$ cat config.mk
export PLATFORM = sky130hd
export DESIGN_NAME = channel_converter_function_decoder_core
export DESIGN_NICKNAME = d
export VERILOG_FILES = /design/src/rtl/core/ccfd_pkg.sv /design/src/rtl/core/channel_converter_function_decoder_core.sv /design/src/rtl/core/ccfd_cfg.sv /design/src/rtl/core/ccfd_decode.sv
export VERILOG_INCLUDE_DIRS = /design/src /design/src/rtl/core
export SDC_FILE = /design/constraint.sdc
export NUM_CORES = 1
export LEC_CHECK = 0
export ABC_AREA = 1
export BUFFER_PORTS_ARGS = -buffer_cell sky130_fd_sc_hd__buf_2
export CELL_PAD_IN_SITES_DETAIL_PLACEMENT = 0
export CELL_PAD_IN_SITES_GLOBAL_PLACEMENT = 1
export CORE_ASPECT_RATIO = 1.75
export CORE_MARGIN = 2
export CORE_UTILIZATION = 37
export DETAILED_ROUTE_END_ITERATION = 7
export PLACE_DENSITY = 0.79
export SLEW_MARGIN = 30
export SYNTH_ARGS = -nofsm -noshare
export SYNTH_HDL_FRONTEND = slang
export SYNTH_SLANG_ARGS = --single-unit
$ cat constraint.sdc
create_clock -name clk -period 2.8 [get_ports clk]
set_clock_uncertainty 0.2 [all_clocks]
set_input_delay 0.7 -clock clk [delete_from_list [all_inputs] [get_ports clk]]
set_output_delay 0.7 -clock clk [all_outputs]
set_load 0.005 [all_outputs]
$ cat src/rtl/core/channel_converter_function_decoder_core_macros.svh
// Assertion helpers used by the converter core RTL.
`ifndef CHANNEL_CONVERTER_FUNCTION_DECODER_CORE_MACROS_SVH
`define CHANNEL_CONVERTER_FUNCTION_DECODER_CORE_MACROS_SVH

// Same-cycle implication, ignored while in reset.
`define CCFD_ASSERT_IMP(lbl, ante, cons, msg) \
  lbl: assert property (@(posedge clk) disable iff (!rst_n) (ante) |-> (cons)) \
    else $error(msg);

// Next-cycle implication, ignored while in reset.
`define CCFD_ASSERT_NEXT(lbl, ante, cons, msg) \
  lbl: assert property (@(posedge clk) disable iff (!rst_n) (ante) |=> (cons)) \
    else $error(msg);

// Next-cycle implication that also holds across reset.
`define CCFD_ASSERT_ALWAYS(lbl, ante, cons, msg) \
  lbl: assert property (@(posedge clk) (ante) |=> (cons)) else $error(msg);

`endif

$ cat src/rtl/core/ccfd_pkg.sv
`timescale 1ns / 1ps
package ccfd_pkg;

  localparam int NUM_UNITS = 8;
  localparam int UNIT_W    = $clog2(NUM_UNITS);
  localparam int WORD_W    = 12;
  localparam int CFG_AW    = 3;

  // function codes
  localparam logic [WORD_W-1:0] FN_SELECT    = 12'o2000;
  localparam logic [WORD_W-1:0] FN_DESELECT  = 12'o2100;
  localparam logic [WORD_W-1:0] FN_CONN_DATA = 12'o1000;
  localparam logic [WORD_W-1:0] FN_FUNC_DATA = 12'o1100;
  localparam logic [WORD_W-1:0] FN_STATUS    = 12'o1200;
  localparam logic [WORD_W-1:0] FN_MCLEAR    = 12'o1700;
  localparam logic [WORD_W-1:0] FN_NONE      = 12'o0000;
  localparam logic [WORD_W-1:0] IO_MODE_LO   = 12'o1300;
  localparam logic [WORD_W-1:0] IO_MODE_HI   = 12'o1600;
  localparam logic [WORD_W-1:0] MODE_MASK    = 12'o7700;
  localparam logic [WORD_W-1:0] FUNC_MASK    = 12'o0777;

  // input op codes
  localparam logic [1:0] OP_FUNC  = 2'd0;
  localparam logic [1:0] OP_FULL  = 2'd1;
  localparam logic [1:0] OP_EMPTY = 2'd2;

  // register indexes (paddr[2])
  localparam logic REG_UNITS  = 1'b0;
  localparam logic REG_CONFIG = 1'b1;

  typedef enum logic [2:0] {
    R_DECLINED  = 3'd0,
    R_ACCEPTED  = 3'd1,
    R_PROCESSED = 3'd2,
    R_UNIT      = 3'd3,
    R_NONE      = 3'd4
  } reply_t;

  typedef enum logic [1:0] {
    CMD_NONE  = 2'd0,
    CMD_FUNC  = 2'd1,
    CMD_IO    = 2'd2,
    CMD_CLEAR = 2'd3
  } cmd_t;

  typedef struct packed {
    logic [NUM_UNITS-1:0] present;
    logic                 configured;
  } cfg_t;

  typedef struct packed {
    logic [1:0]           op;
    logic [WORD_W-1:0]    word;
    logic [NUM_UNITS-1:0] intr;
  } item_t;

  typedef struct packed {
    logic              sel;
    logic              conn_valid;
    logic [UNIT_W-1:0] conn_unit;
    logic [WORD_W-1:0] pend;
    logic              rej;
  } state_t;

  typedef struct packed {
    reply_t            reply;
    cmd_t              cmd;
    logic [UNIT_W-1:0] target;
    logic [WORD_W-1:0] unit_word;
    logic [WORD_W-1:0] read_word;
    logic              read_valid;
    logic              consumed;
  } result_t;

  function automatic logic is_io_mode(input logic [WORD_W-1:0] code);
    logic [WORD_W-1:0] m;
    m = code & MODE_MASK;
    return (m >= IO_MODE_LO) && (m <= IO_MODE_HI);
  endfunction

endpackage

$ cat src/rtl/core/channel_converter_function_decoder_core.sv
`timescale 1ns / 1ps
// Function decoder of a 12-bit channel converter serving up to eight units.
// Input channel (in_*): one item is a function word (op 0) or one channel
// data phase (op 1 full, op 2 empty), plus the units' interrupt flags.
// Result channel (out_*): exactly one result per item, in order: the reply
// code, a command for the attached units, and the status read or data-word
// consumption flags of a channel phase.
// Configuration: APB-style port, units_present at 0x0, converter_configured
// at 0x4; pready is tied high, writes land on the access cycle. Write it
// only while no item is in flight.
// Each accepted item is decoded combinationally from the input register
// into the result register. Throughput is one item per cycle while
// out_ready holds; the converter state is a single register set updated
// as items advance, so each item sees the state left by the one before.
// Stall: with out_ready low the result register holds and one further item
// waits in the input register; in_ready drops only when both are full.
// Reset (rst_n low, synchronous): both stages empty, the converter is
// selected with nothing connected or pending, status reject clear, no
// units present and the converter configured.
`include "channel_converter_function_decoder_core_macros.svh"
module channel_converter_function_decoder_core
  import ccfd_pkg::*;
(
  input  logic                 clk,
  input  logic                 rst_n,
  // input channel
  input  logic                 in_valid,
  output logic                 in_ready,
  input  logic [1:0]           in_op,
  input  logic [WORD_W-1:0]    in_word,
  input  logic [NUM_UNITS-1:0] in_unit_interrupts,
  // result channel
  output logic                 out_valid,
  input  logic                 out_ready,
  output logic [2:0]           out_reply,
  output logic [1:0]           out_unit_command,
  output logic [UNIT_W-1:0]    out_target_unit,
  output logic [WORD_W-1:0]    out_unit_word,
  output logic [WORD_W-1:0]    out_read_word,
  output logic                 out_read_valid,
  output logic                 out_word_consumed,
  // configuration
  input  logic                 psel,
  input  logic                 penable,
  input  logic                 pwrite,
  input  logic [CFG_AW-1:0]    paddr,
  input  logic [31:0]          pwdata,
  output logic [31:0]          prdata,
  output logic                 pready
);

  cfg_t    cfg;
  item_t   item_r, item_nxt;
  logic    in_vld_r, in_vld_nxt;
  result_t res;
  result_t res_r, res_nxt;
  logic    out_vld_r, out_vld_nxt;
  logic    adv;

  // decode moves an item forward whenever the result slot is free or drains
  assign adv      = in_vld_r && (!out_vld_r || out_ready);
  assign in_ready = !in_vld_r || adv;

  ccfd_cfg u_cfg (
    .clk     (clk),
    .rst_n   (rst_n),
    .psel    (psel),
    .penable (penable),
    .pwrite  (pwrite),
    .paddr   (paddr),
    .pwdata  (pwdata),
    .prdata  (prdata),
    .pready  (pready),
    .cfg     (cfg)
  );

  ccfd_decode u_decode (
    .clk   (clk),
    .rst_n (rst_n),
    .adv   (adv),
    .cfg   (cfg),
    .item  (item_r),
    .res   (res)
  );

  always_comb begin
    item_nxt   = item_r;
    in_vld_nxt = in_vld_r;
    if (in_valid && in_ready) begin
      item_nxt.op   = in_op;
      item_nxt.word = in_word;
      item_nxt.intr = in_unit_interrupts;
      in_vld_nxt    = 1'b1;
    end else if (adv) begin
      in_vld_nxt = 1'b0;
    end

    res_nxt     = res_r;
    out_vld_nxt = out_vld_r;
    if (adv) begin
      res_nxt     = res;
      out_vld_nxt = 1'b1;
    end else if (out_ready) begin
      out_vld_nxt = 1'b0;
    end
  end

  // payload registers, no reset needed
  always_ff @(posedge clk) begin
    item_r <= item_nxt;
    res_r  <= res_nxt;
  end

  always_ff @(posedge clk) begin
    if (!rst_n) begin
      in_vld_r  <= 1'b0;
      out_vld_r <= 1'b0;
    end else begin
      in_vld_r  <= in_vld_nxt;
      out_vld_r <= out_vld_nxt;
    end
  end

  assign out_valid         = out_vld_r;
  assign out_reply         = res_r.reply;
  assign out_unit_command  = res_r.cmd;
  assign out_target_unit   = res_r.target;
  assign out_unit_word     = res_r.unit_word;
  assign out_read_word     = res_r.read_word;
  assign out_read_valid    = res_r.read_valid;
  assign out_word_consumed = res_r.consumed;

  `CCFD_ASSERT_ALWAYS(a_reset_empty, !rst_n, !out_valid && in_ready,
                      "pipeline not empty after reset")
  `CCFD_ASSERT_IMP(a_phase_reply, out_valid && (out_read_valid || out_word_consumed),
                   out_reply == R_NONE, "channel phase result carries a function reply")
  `CCFD_ASSERT_IMP(a_phase_excl, out_valid, !(out_read_valid && out_word_consumed),
                   "status read and word consumption in one phase")
  `CCFD_ASSERT_IMP(a_cmd_clean,
                   out_valid && (out_unit_command == CMD_NONE || out_unit_command == CMD_CLEAR),
                   out_target_unit == '0 && out_unit_word == '0,
                   "unit fields set without an addressed command")
  `CCFD_ASSERT_NEXT(a_stall_full, in_vld_r && out_valid && !out_ready,
                    in_vld_r && out_valid, "stalled item lost while both stages are occupied")

endmodule

$ cat src/rtl/core/ccfd_cfg.sv
`timescale 1ns / 1ps
module ccfd_cfg
  import ccfd_pkg::*;
(
  input  logic              clk,
  input  logic              rst_n,
  input  logic              psel,
  input  logic              penable,
  input  logic              pwrite,
  input  logic [CFG_AW-1:0] paddr,
  input  logic [31:0]       pwdata,
  output logic [31:0]       prdata,
  output logic              pready,
  output cfg_t              cfg
);

  logic [NUM_UNITS-1:0] present_r, present_nxt;
  logic                 configured_r, configured_nxt;
  logic                 wr_en;

  assign wr_en  = psel && penable && pwrite;
  assign pready = 1'b1;

  always_comb begin
    present_nxt    = present_r;
    configured_nxt = configured_r;
    if (wr_en) begin
      unique case (paddr[2])
        REG_UNITS:  present_nxt    = pwdata[NUM_UNITS-1:0];
        REG_CONFIG: configured_nxt = pwdata[0];
        default:    ;
      endcase
    end
  end

  always_ff @(posedge clk) begin
    if (!rst_n) begin
      present_r    <= '0;
      configured_r <= 1'b1;
    end else begin
      present_r    <= present_nxt;
      configured_r <= configured_nxt;
    end
  end

  always_comb begin
    unique case (paddr[2])
      REG_UNITS:  prdata = {{(32-NUM_UNITS){1'b0}}, present_r};
      REG_CONFIG: prdata = {31'd0, configured_r};
      default:    prdata = '0;
    endcase
  end

  assign cfg.present    = present_r;
  assign cfg.configured = configured_r;

endmodule

$ cat src/rtl/core/ccfd_decode.sv
`timescale 1ns / 1ps
module ccfd_decode
  import ccfd_pkg::*;
(
  input  logic    clk,
  input  logic    rst_n,
  input  logic    adv,
  input  cfg_t    cfg,
  input  item_t   item,
  output result_t res
);

  state_t            st_r, st_nxt;
  logic              have;
  logic              full;
  logic [UNIT_W-1:0] top;

  assign have = st_r.conn_valid && cfg.present[st_r.conn_unit];
  assign full = (item.op == OP_FULL);
  assign top  = item.word[WORD_W-1 -: UNIT_W];

  always_comb begin
    st_nxt = st_r;
    res    = '0;
    res.reply = R_NONE;
    res.cmd   = CMD_NONE;
    unique case (item.op) inside
      OP_FUNC: begin
        if (!cfg.configured || (!st_r.sel && item.word != FN_SELECT)) begin
          res.reply = R_DECLINED;
        end else begin
          res.reply = R_PROCESSED;
          case (item.word) inside
            FN_SELECT: begin
              st_nxt.sel = 1'b1;
              st_nxt.rej = 1'b0;
            end
            FN_DESELECT: begin
              st_nxt.sel = 1'b0;
              st_nxt.rej = 1'b0;
            end
            FN_CONN_DATA, FN_FUNC_DATA, FN_STATUS: begin
              st_nxt.pend = item.word;
              res.reply   = R_ACCEPTED;
            end
            FN_MCLEAR: begin
              st_nxt.rej        = 1'b0;
              st_nxt.conn_valid = 1'b0;
              res.cmd           = CMD_CLEAR;
            end
            default: begin
              if (is_io_mode(item.word)) begin
                if (!have) begin
                  st_nxt.rej = 1'b1;
                end else begin
                  st_nxt.pend   = item.word;
                  res.cmd       = CMD_FUNC;
                  res.target    = st_r.conn_unit;
                  res.unit_word = item.word & MODE_MASK;
                  res.reply     = R_UNIT;
                end
              end else if (top[UNIT_W-1]) begin
                // direct connect, units in the upper half
                if (!cfg.present[top]) begin
                  st_nxt.rej = 1'b1;
                end else begin
                  st_nxt.conn_unit  = top;
                  st_nxt.conn_valid = 1'b1;
                  st_nxt.rej        = 1'b0;
                end
              end else if (top == '0) begin
                if (!have) begin
                  st_nxt.rej = 1'b1;
                end else begin
                  res.cmd       = CMD_FUNC;
                  res.target    = st_r.conn_unit;
                  res.unit_word = item.word & FUNC_MASK;
                  st_nxt.rej    = 1'b0;
                end
              end else begin
                st_nxt.rej = 1'b1;   // undefined code
              end
            end
          endcase
        end
      end
      OP_FULL, OP_EMPTY: begin
        if (st_r.pend == FN_CONN_DATA) begin
          if (full) begin
            res.consumed = 1'b1;
            if (!cfg.present[top]) begin
              st_nxt.rej = 1'b1;     // connect stays pending
            end else begin
              st_nxt.conn_unit  = top;
              st_nxt.conn_valid = 1'b1;
              st_nxt.pend       = FN_NONE;
              st_nxt.rej        = 1'b0;
            end
          end
        end else if (st_r.pend == FN_FUNC_DATA) begin
          if (full) begin
            res.consumed = 1'b1;
            st_nxt.pend  = FN_NONE;
            if (!have) begin
              st_nxt.rej = 1'b1;
            end else begin
              res.cmd       = CMD_FUNC;
              res.target    = st_r.conn_unit;
              res.unit_word = item.word;
            end
          end
        end else if (st_r.pend == FN_STATUS) begin
          if (!full) begin
            res.read_word  = {1'b0, cfg.present & item.intr, 1'b0, st_r.rej, st_r.rej};
            res.read_valid = 1'b1;
            st_nxt.pend    = FN_NONE;
          end
        end else if (is_io_mode(st_r.pend) && have) begin
          res.cmd       = CMD_IO;
          res.target    = st_r.conn_unit;
          res.unit_word = st_r.pend & MODE_MASK;
        end
      end
      default: ;
    endcase
  end

  always_ff @(posedge clk) begin
    if (!rst_n) begin
      st_r.sel        <= 1'b1;
      st_r.conn_valid <= 1'b0;
      st_r.conn_unit  <= '0;
      st_r.pend       <= FN_NONE;
      st_r.rej        <= 1'b0;
    end else if (adv) begin
      st_r <= st_nxt;
    end
  end

endmodule

-- Word-level counts from Yosys, hierarchy flattened
Cells that the tools add are included.
- output and inout port bits: 69
- word-level logic and storage cells: 187
- flip-flop bits (word level): 85
- $lt $le $gt $ge: 6
- mux-type cells: 82
- equal/unequal tests: 36
- bitwise gates (word level): 6
- reductions and logical operators: 35
- operators with widths (cell ; count):
    $mux 17 ; 10
    $mux 12 ; 11
    $eq 12x10->1 const B ; 7
    $pmux 17 s2 ; 2
    $pmux 32 s2 ; 1
    $mux 15 ; 4
    $mux 16 ; 3
    $mux 13 ; 3
    $mux 30 ; 1
    $mux 1 ; 28
    $reduce_and 13->1 ; 2
    $eq 12x11->1 const B ; 2
    $ge 12x10->1 const B ; 2
    $le 12x10->1 const B ; 2
    $mux 3 ; 8
    $mux 18 ; 1
    $mux 4 ; 4
    $ne 2x2->1 const B ; 8
    $ne 3x3->1 const B ; 5
    $ne 12x11->1 const B ; 1
    $ne 3x2->1 const B ; 4
    $reduce_and 12->1 ; 1
    $logic_and 1x1->1 ; 9
    $and 8x8->8 ; 1
    22 further kinds ; 45

-- Longest topological paths before layout
- word-level depth: 13
- gate-level depth with buffers: 15
- depth with buffers taken out: 13

-- Modules after synthesis
Synthesis repeated with hierarchy kept, for this count alone.
- cell total of the unflattened synthesis: 548
- area total of the unflattened synthesis: 4513.1 um2
- modules (own cells, without submodules) (module ; sequential area each (um2) ; cells each ; instances ; area an instance (um2)):
    ccfd_decode ; 360.3 ; 374 ; 1 ; 2055.7
    channel_converter_function_decoder_core ; 1721.7 ; 69 ; 1 ; 1776.7
    ccfd_cfg ; 180.2 ; 105 ; 1 ; 680.7

-- Worst setup path before layout
OpenSTA, ideal clock, no wires.
- path kind: in2reg
- from: in out_ready
- to: reg u_decode.st_r[16] (netlist bit)
- library setup time: 116 ps
- data required time: 2484 ps
- stages: 9
- arrival: 2011 ps
- buffers on the path: 0
- path slack: 473 ps
- cells stage by stage: inv_1 > nand2_1 > nand2_1 > inv_1 > nand3_1 > nor2_1 > nand3_1 > nand2_1 > a21oi_1
- cells in the longest elaborated chain, start to end: 3
- ends and longest elaborated chain (item ; RTL line ; text):
    start: declaration ; channel_converter_function_decoder_core.sv:34 ; input logic out_ready,
    $logic_or 1x1->1 ; channel_converter_function_decoder_core.sv:61 ; assign adv = in_vld_r && (!out_vld_r || out_ready);
    $logic_and 1x1->1 ; channel_converter_function_decoder_core.sv:61 ;
    via adv ; channel_converter_function_decoder_core.sv:58 ; logic adv;
    $reduce_and 12->1 (no line) ; n/a ;
    end signal: assignment ; ccfd_decode.sv:136 ; st_r <= st_nxt;
    end: declaration ; ccfd_decode.sv:13 ; state_t st_r, st_nxt;
The timed path passes the listed nets, and every way through them passes these cells.
A chain may end at the register's enable or synchronous reset.

-- Worst setup path after layout
- from: reg item_r[19] (netlist bit)
- to: reg u_decode.st_r[3] (netlist bit)
- cells in the longest elaborated chain, start to end: 7
- ends and longest elaborated chain (item ; RTL line ; text):
    start: declaration ; channel_converter_function_decoder_core.sv:53 ; item_t item_r, item_nxt;
    start signal: assignment ; channel_converter_function_decoder_core.sv:110 ; item_r <= item_nxt;
    parallel branches: the longest is 7 deep, another holds $ge 12x10->1 ; n/a ;
Several ways; the timed one is not identified. The select of a mux whose other input is x is not followed.

==> impl_metrics.json <==
{
  "clock_tree.buffer_depth": 2,
  "start_util_pct": 37.7,
  "power.density_nw_per_um2": 565,
  "dieWidth_um": 85.9,
  "clock_tree.root_cell": "clkbuf_16",
  "area_growth_pct": 17.7,
  "synth_fa_ha_area_share_pct": 1.15,
  "overflow": 0,
  "dieArea_um2": 12600,
  "vias": 3645,
  "min_to": "u_decode.st_r[16]",
  "netlist_instances": 546,
  "rows": 52,
  "status": "complete, but fails checks",
  "end_kind": "register",
  "postRouteAntennaNets": 0,
  "yosysUniqueCellTypes": 29,
  "drt_iter0_drc": 184,
  "reg2reg_depth": 9,
  "gp_congestion": 0.912,
  "yosysWarnings": 0,
  "hp-class": "reg2reg",
  "synth_top_family_by_area": "simple AND/OR/NAND/NOR gates",
  "cellLeakagePower_uw": 0.00233,
  "drive_above_1_share_pct": 21.1,
  "synth_area_per_cell_um2": 7.94,
  "crit_type": "reg2reg",
  "r2r_setup_slack_ns": 0.25,
  "synth_common_cells": "131 x nand2_1, 75 x nor2_1, 69 x inv_1",
  "cts_buffers": 9,
  "yosysTopAreaCell": "edfxtp_1",
  "synth_mux_area_share_pct": 0,
  "num_antenna_cells": 0,
  "ys_ff_latch": 82,
  "power_uw": 2880,
  "synth_compound_area_share_pct": 4.96,
  "drv_cap": 0,
  "clk_pin_slew_worst_paths_ns": 0.07,
  "grt_setup_unrepaired": "no",
  "reg2reg_to": "u_decode.st_r[3]",
  "port_buffers": 79,
  "tritoncts": "yes",
  "worst_pin_slew_ns": 0.599,
  "rr_startpoint": "item_r[19]",
  "routed_wirelength_um": 10900,
  "synth_most_common_cell": "nand2_1",
  "synth_edf_count": 53,
  "hp-start": "u_decode.st_r[16]",
  "synth_xor_area_share_pct": 0.202,
  "ys_seq_area_share_pct": 50.1,
  "slew_headroom_pct": 59.9,
  "route.detailed.drc": 2,
  "clkLatencyLatePin_ns": 0.34,
  "synth_flop_cell": "edfxtp_1",
  "first_pass_iters": 8,
  "postCtsSetupBuffers": 0,
  "hold_viol_final": 0,
  "period_needed_ns": 2.55,
  "async_flop_share_pct": 0,
  "cts_sinks": 82,
  "crit_path_max_fanout": 13,
  "synth_area_leaders": "edfxtp_1 37%, dfxtp_1 13%, nand2_1 11%, nor2_1 6.5%, nand3_1 6.5%",
  "fin_area_um2": 5110,
  "dp_hpwl_um": 8590,
  "fp.coreArea_um2": 11500,
  "io_pins": 133,
  "wl_per_cell_um": 14.1,
  "critPathRequiredTime_ns": 2.88,
  "fmax_ghz": 0.392,
  "grt_usage_pct": 17.8,
  "h-tree-depth": 3,
  "postCtsHoldBufs": 0,
  "antenna_found_initial": 0,
  "yosys.area_share.simple_pct": 30.1,
  "violations": "design-rule violations",
  "nFillCells": 1152,
  "crit_arrival_ns": 2.63,
  "placed_area_um2": 4790,
  "fin_util_pct": 44.3,
  "ctsResizeCount": 0,
  "start_kind": "register",
  "grt_max_degree": 26,
  "grt_pass1_wl_um": 17000,
  "finalSetupTns_ns": 0,
  "routed_via_density": 4.74,
  "syn-cell-area_um2": 4340,
  "irDropWorstVdd_v": 0.000366,
  "dieHeight_um": 147,
  "slew_viol_final": 0,
  "nets": 697,
  "finalCritPeriodShare_pct": 91.1,
  "grt_pass1_vias": 3380,
  "setup_viol": 0,
  "synth_top_area_share_pct": 36.7,
  "whs_path_depth": 2
}
==> layout make-up <==
| class | instances | area [um2] | share of cell area [%] |
|---|---|---|---|
| flip-flops and latches | 82 | 2170 | 42.5 |
| clock inverters | 6 | 72.6 | 1.42 |
| clock buffers | 10 | 239 | 4.68 |
| well taps | 135 | 169 | 3.31 |
| multi-input cells | 369 | 1680 | 32.9 |
| inverters | 79 | 297 | 5.81 |
| repair buffers | 88 | 475 | 9.31 |
==> cells by family after synthesis <==
group	after synthesis
AND/OR/NAND/NOR	295
buffers and inverters	120
flip-flops	82
AO/OA/AOI/OAI	42
adder cells (fa/ha/maj)	4
other	2
XOR/XNOR	1
==> metal layers <==
metal / global-route usage (%) / vias to the layer above / share of wire [%]
met1: 18.5 / 1660 / 36
met4: 8.41 / 0 / 3.0
met3: 3.88 / 18 / 5.4
met2: 33.1 / 119 / 56
li1: - / 1848 / -
met5: 0 / - / 0
==> power breakdown <==
| part | internal [uW] | switching (uW) | leakage, uW | total [uW] |
|---|---|---|---|---|
| clock network | 724 | 483 | 0.000150 | 1210 |
| logic | 101 | 196 | 0.00143 | 297 |
| registers | 1340 | 38.3 | 0.000750 | 1380 |
| total | 2170 | 717 | 0.00233 | 2880 |
==> worst max path at each step <==
stage               startpoint                 to  slack, ns  cells past startpoint
floorplan            out_ready  u_decode.st_r[16]       0.47                      9
finish              item_r[19]   u_decode.st_r[3]       0.25                      9
global placement    item_r[19]   u_decode.st_r[8]       0.28                      9
global route        item_r[19]   u_decode.st_r[6]       0.05                      9
detailed placement  item_r[19]   u_decode.st_r[3]       0.25                      9
CTS                 item_r[19]   u_decode.st_r[3]       0.23                      9
==> through the flow <==
step / hold WS [ns] / setup slack (ns) / std cells
after floorplan: 0.246 / 0.473 / 571
after global placement: 0.260 / 0.284 / 753
after detailed placement: 0.262 / 0.252 / 753
after CTS: 0.273 / 0.232 / 769
after global routing: 0.318 / 0.0473 / 769
final: 0.280 / 0.250 / 769
==> registers in the layout (all words and copies together) (netlist names) <==
register and count:
out_valid 1, u_decode.st_r 18, item_r 22, out_word_consumed 1, in_vld_r 1, out_read_valid 1, out_read_word 9, out_target_unit 3
out_reply 3, u_cfg.configured_r 1, u_cfg.present_r 8, out_unit_command 2, out_unit_word 12
==> critical path: stages (launching register included) <==
cell and delay [ns]:
edfxtp_1 0.60, nor2_4 0.23, nand2_2 0.11, nor2_2 0.29, nand4_1 0.19, nand3_2 0.28
nand3_2 0.30, nand2_1 0.14, inv_1 0.05, nor2_1 0.10
==> cell usage in the layout (no fill, tap or decap), drive strengths merged <==
cell type,n
nand2,134
buf,88
nor2,83
inv,80
nand3,61
edfxtp,53
dfxtp,29
conb,27
a21oi,23
o21ai,17
nor3,12
clkbuf,10
nand4,4
ha,4
clkinv,3
nand3b,1
xor2,1
o21a,1
o211ai,1
bufinv,1
clkinvlp,1
Note: power is estimated with default switching activity, not from simulation.
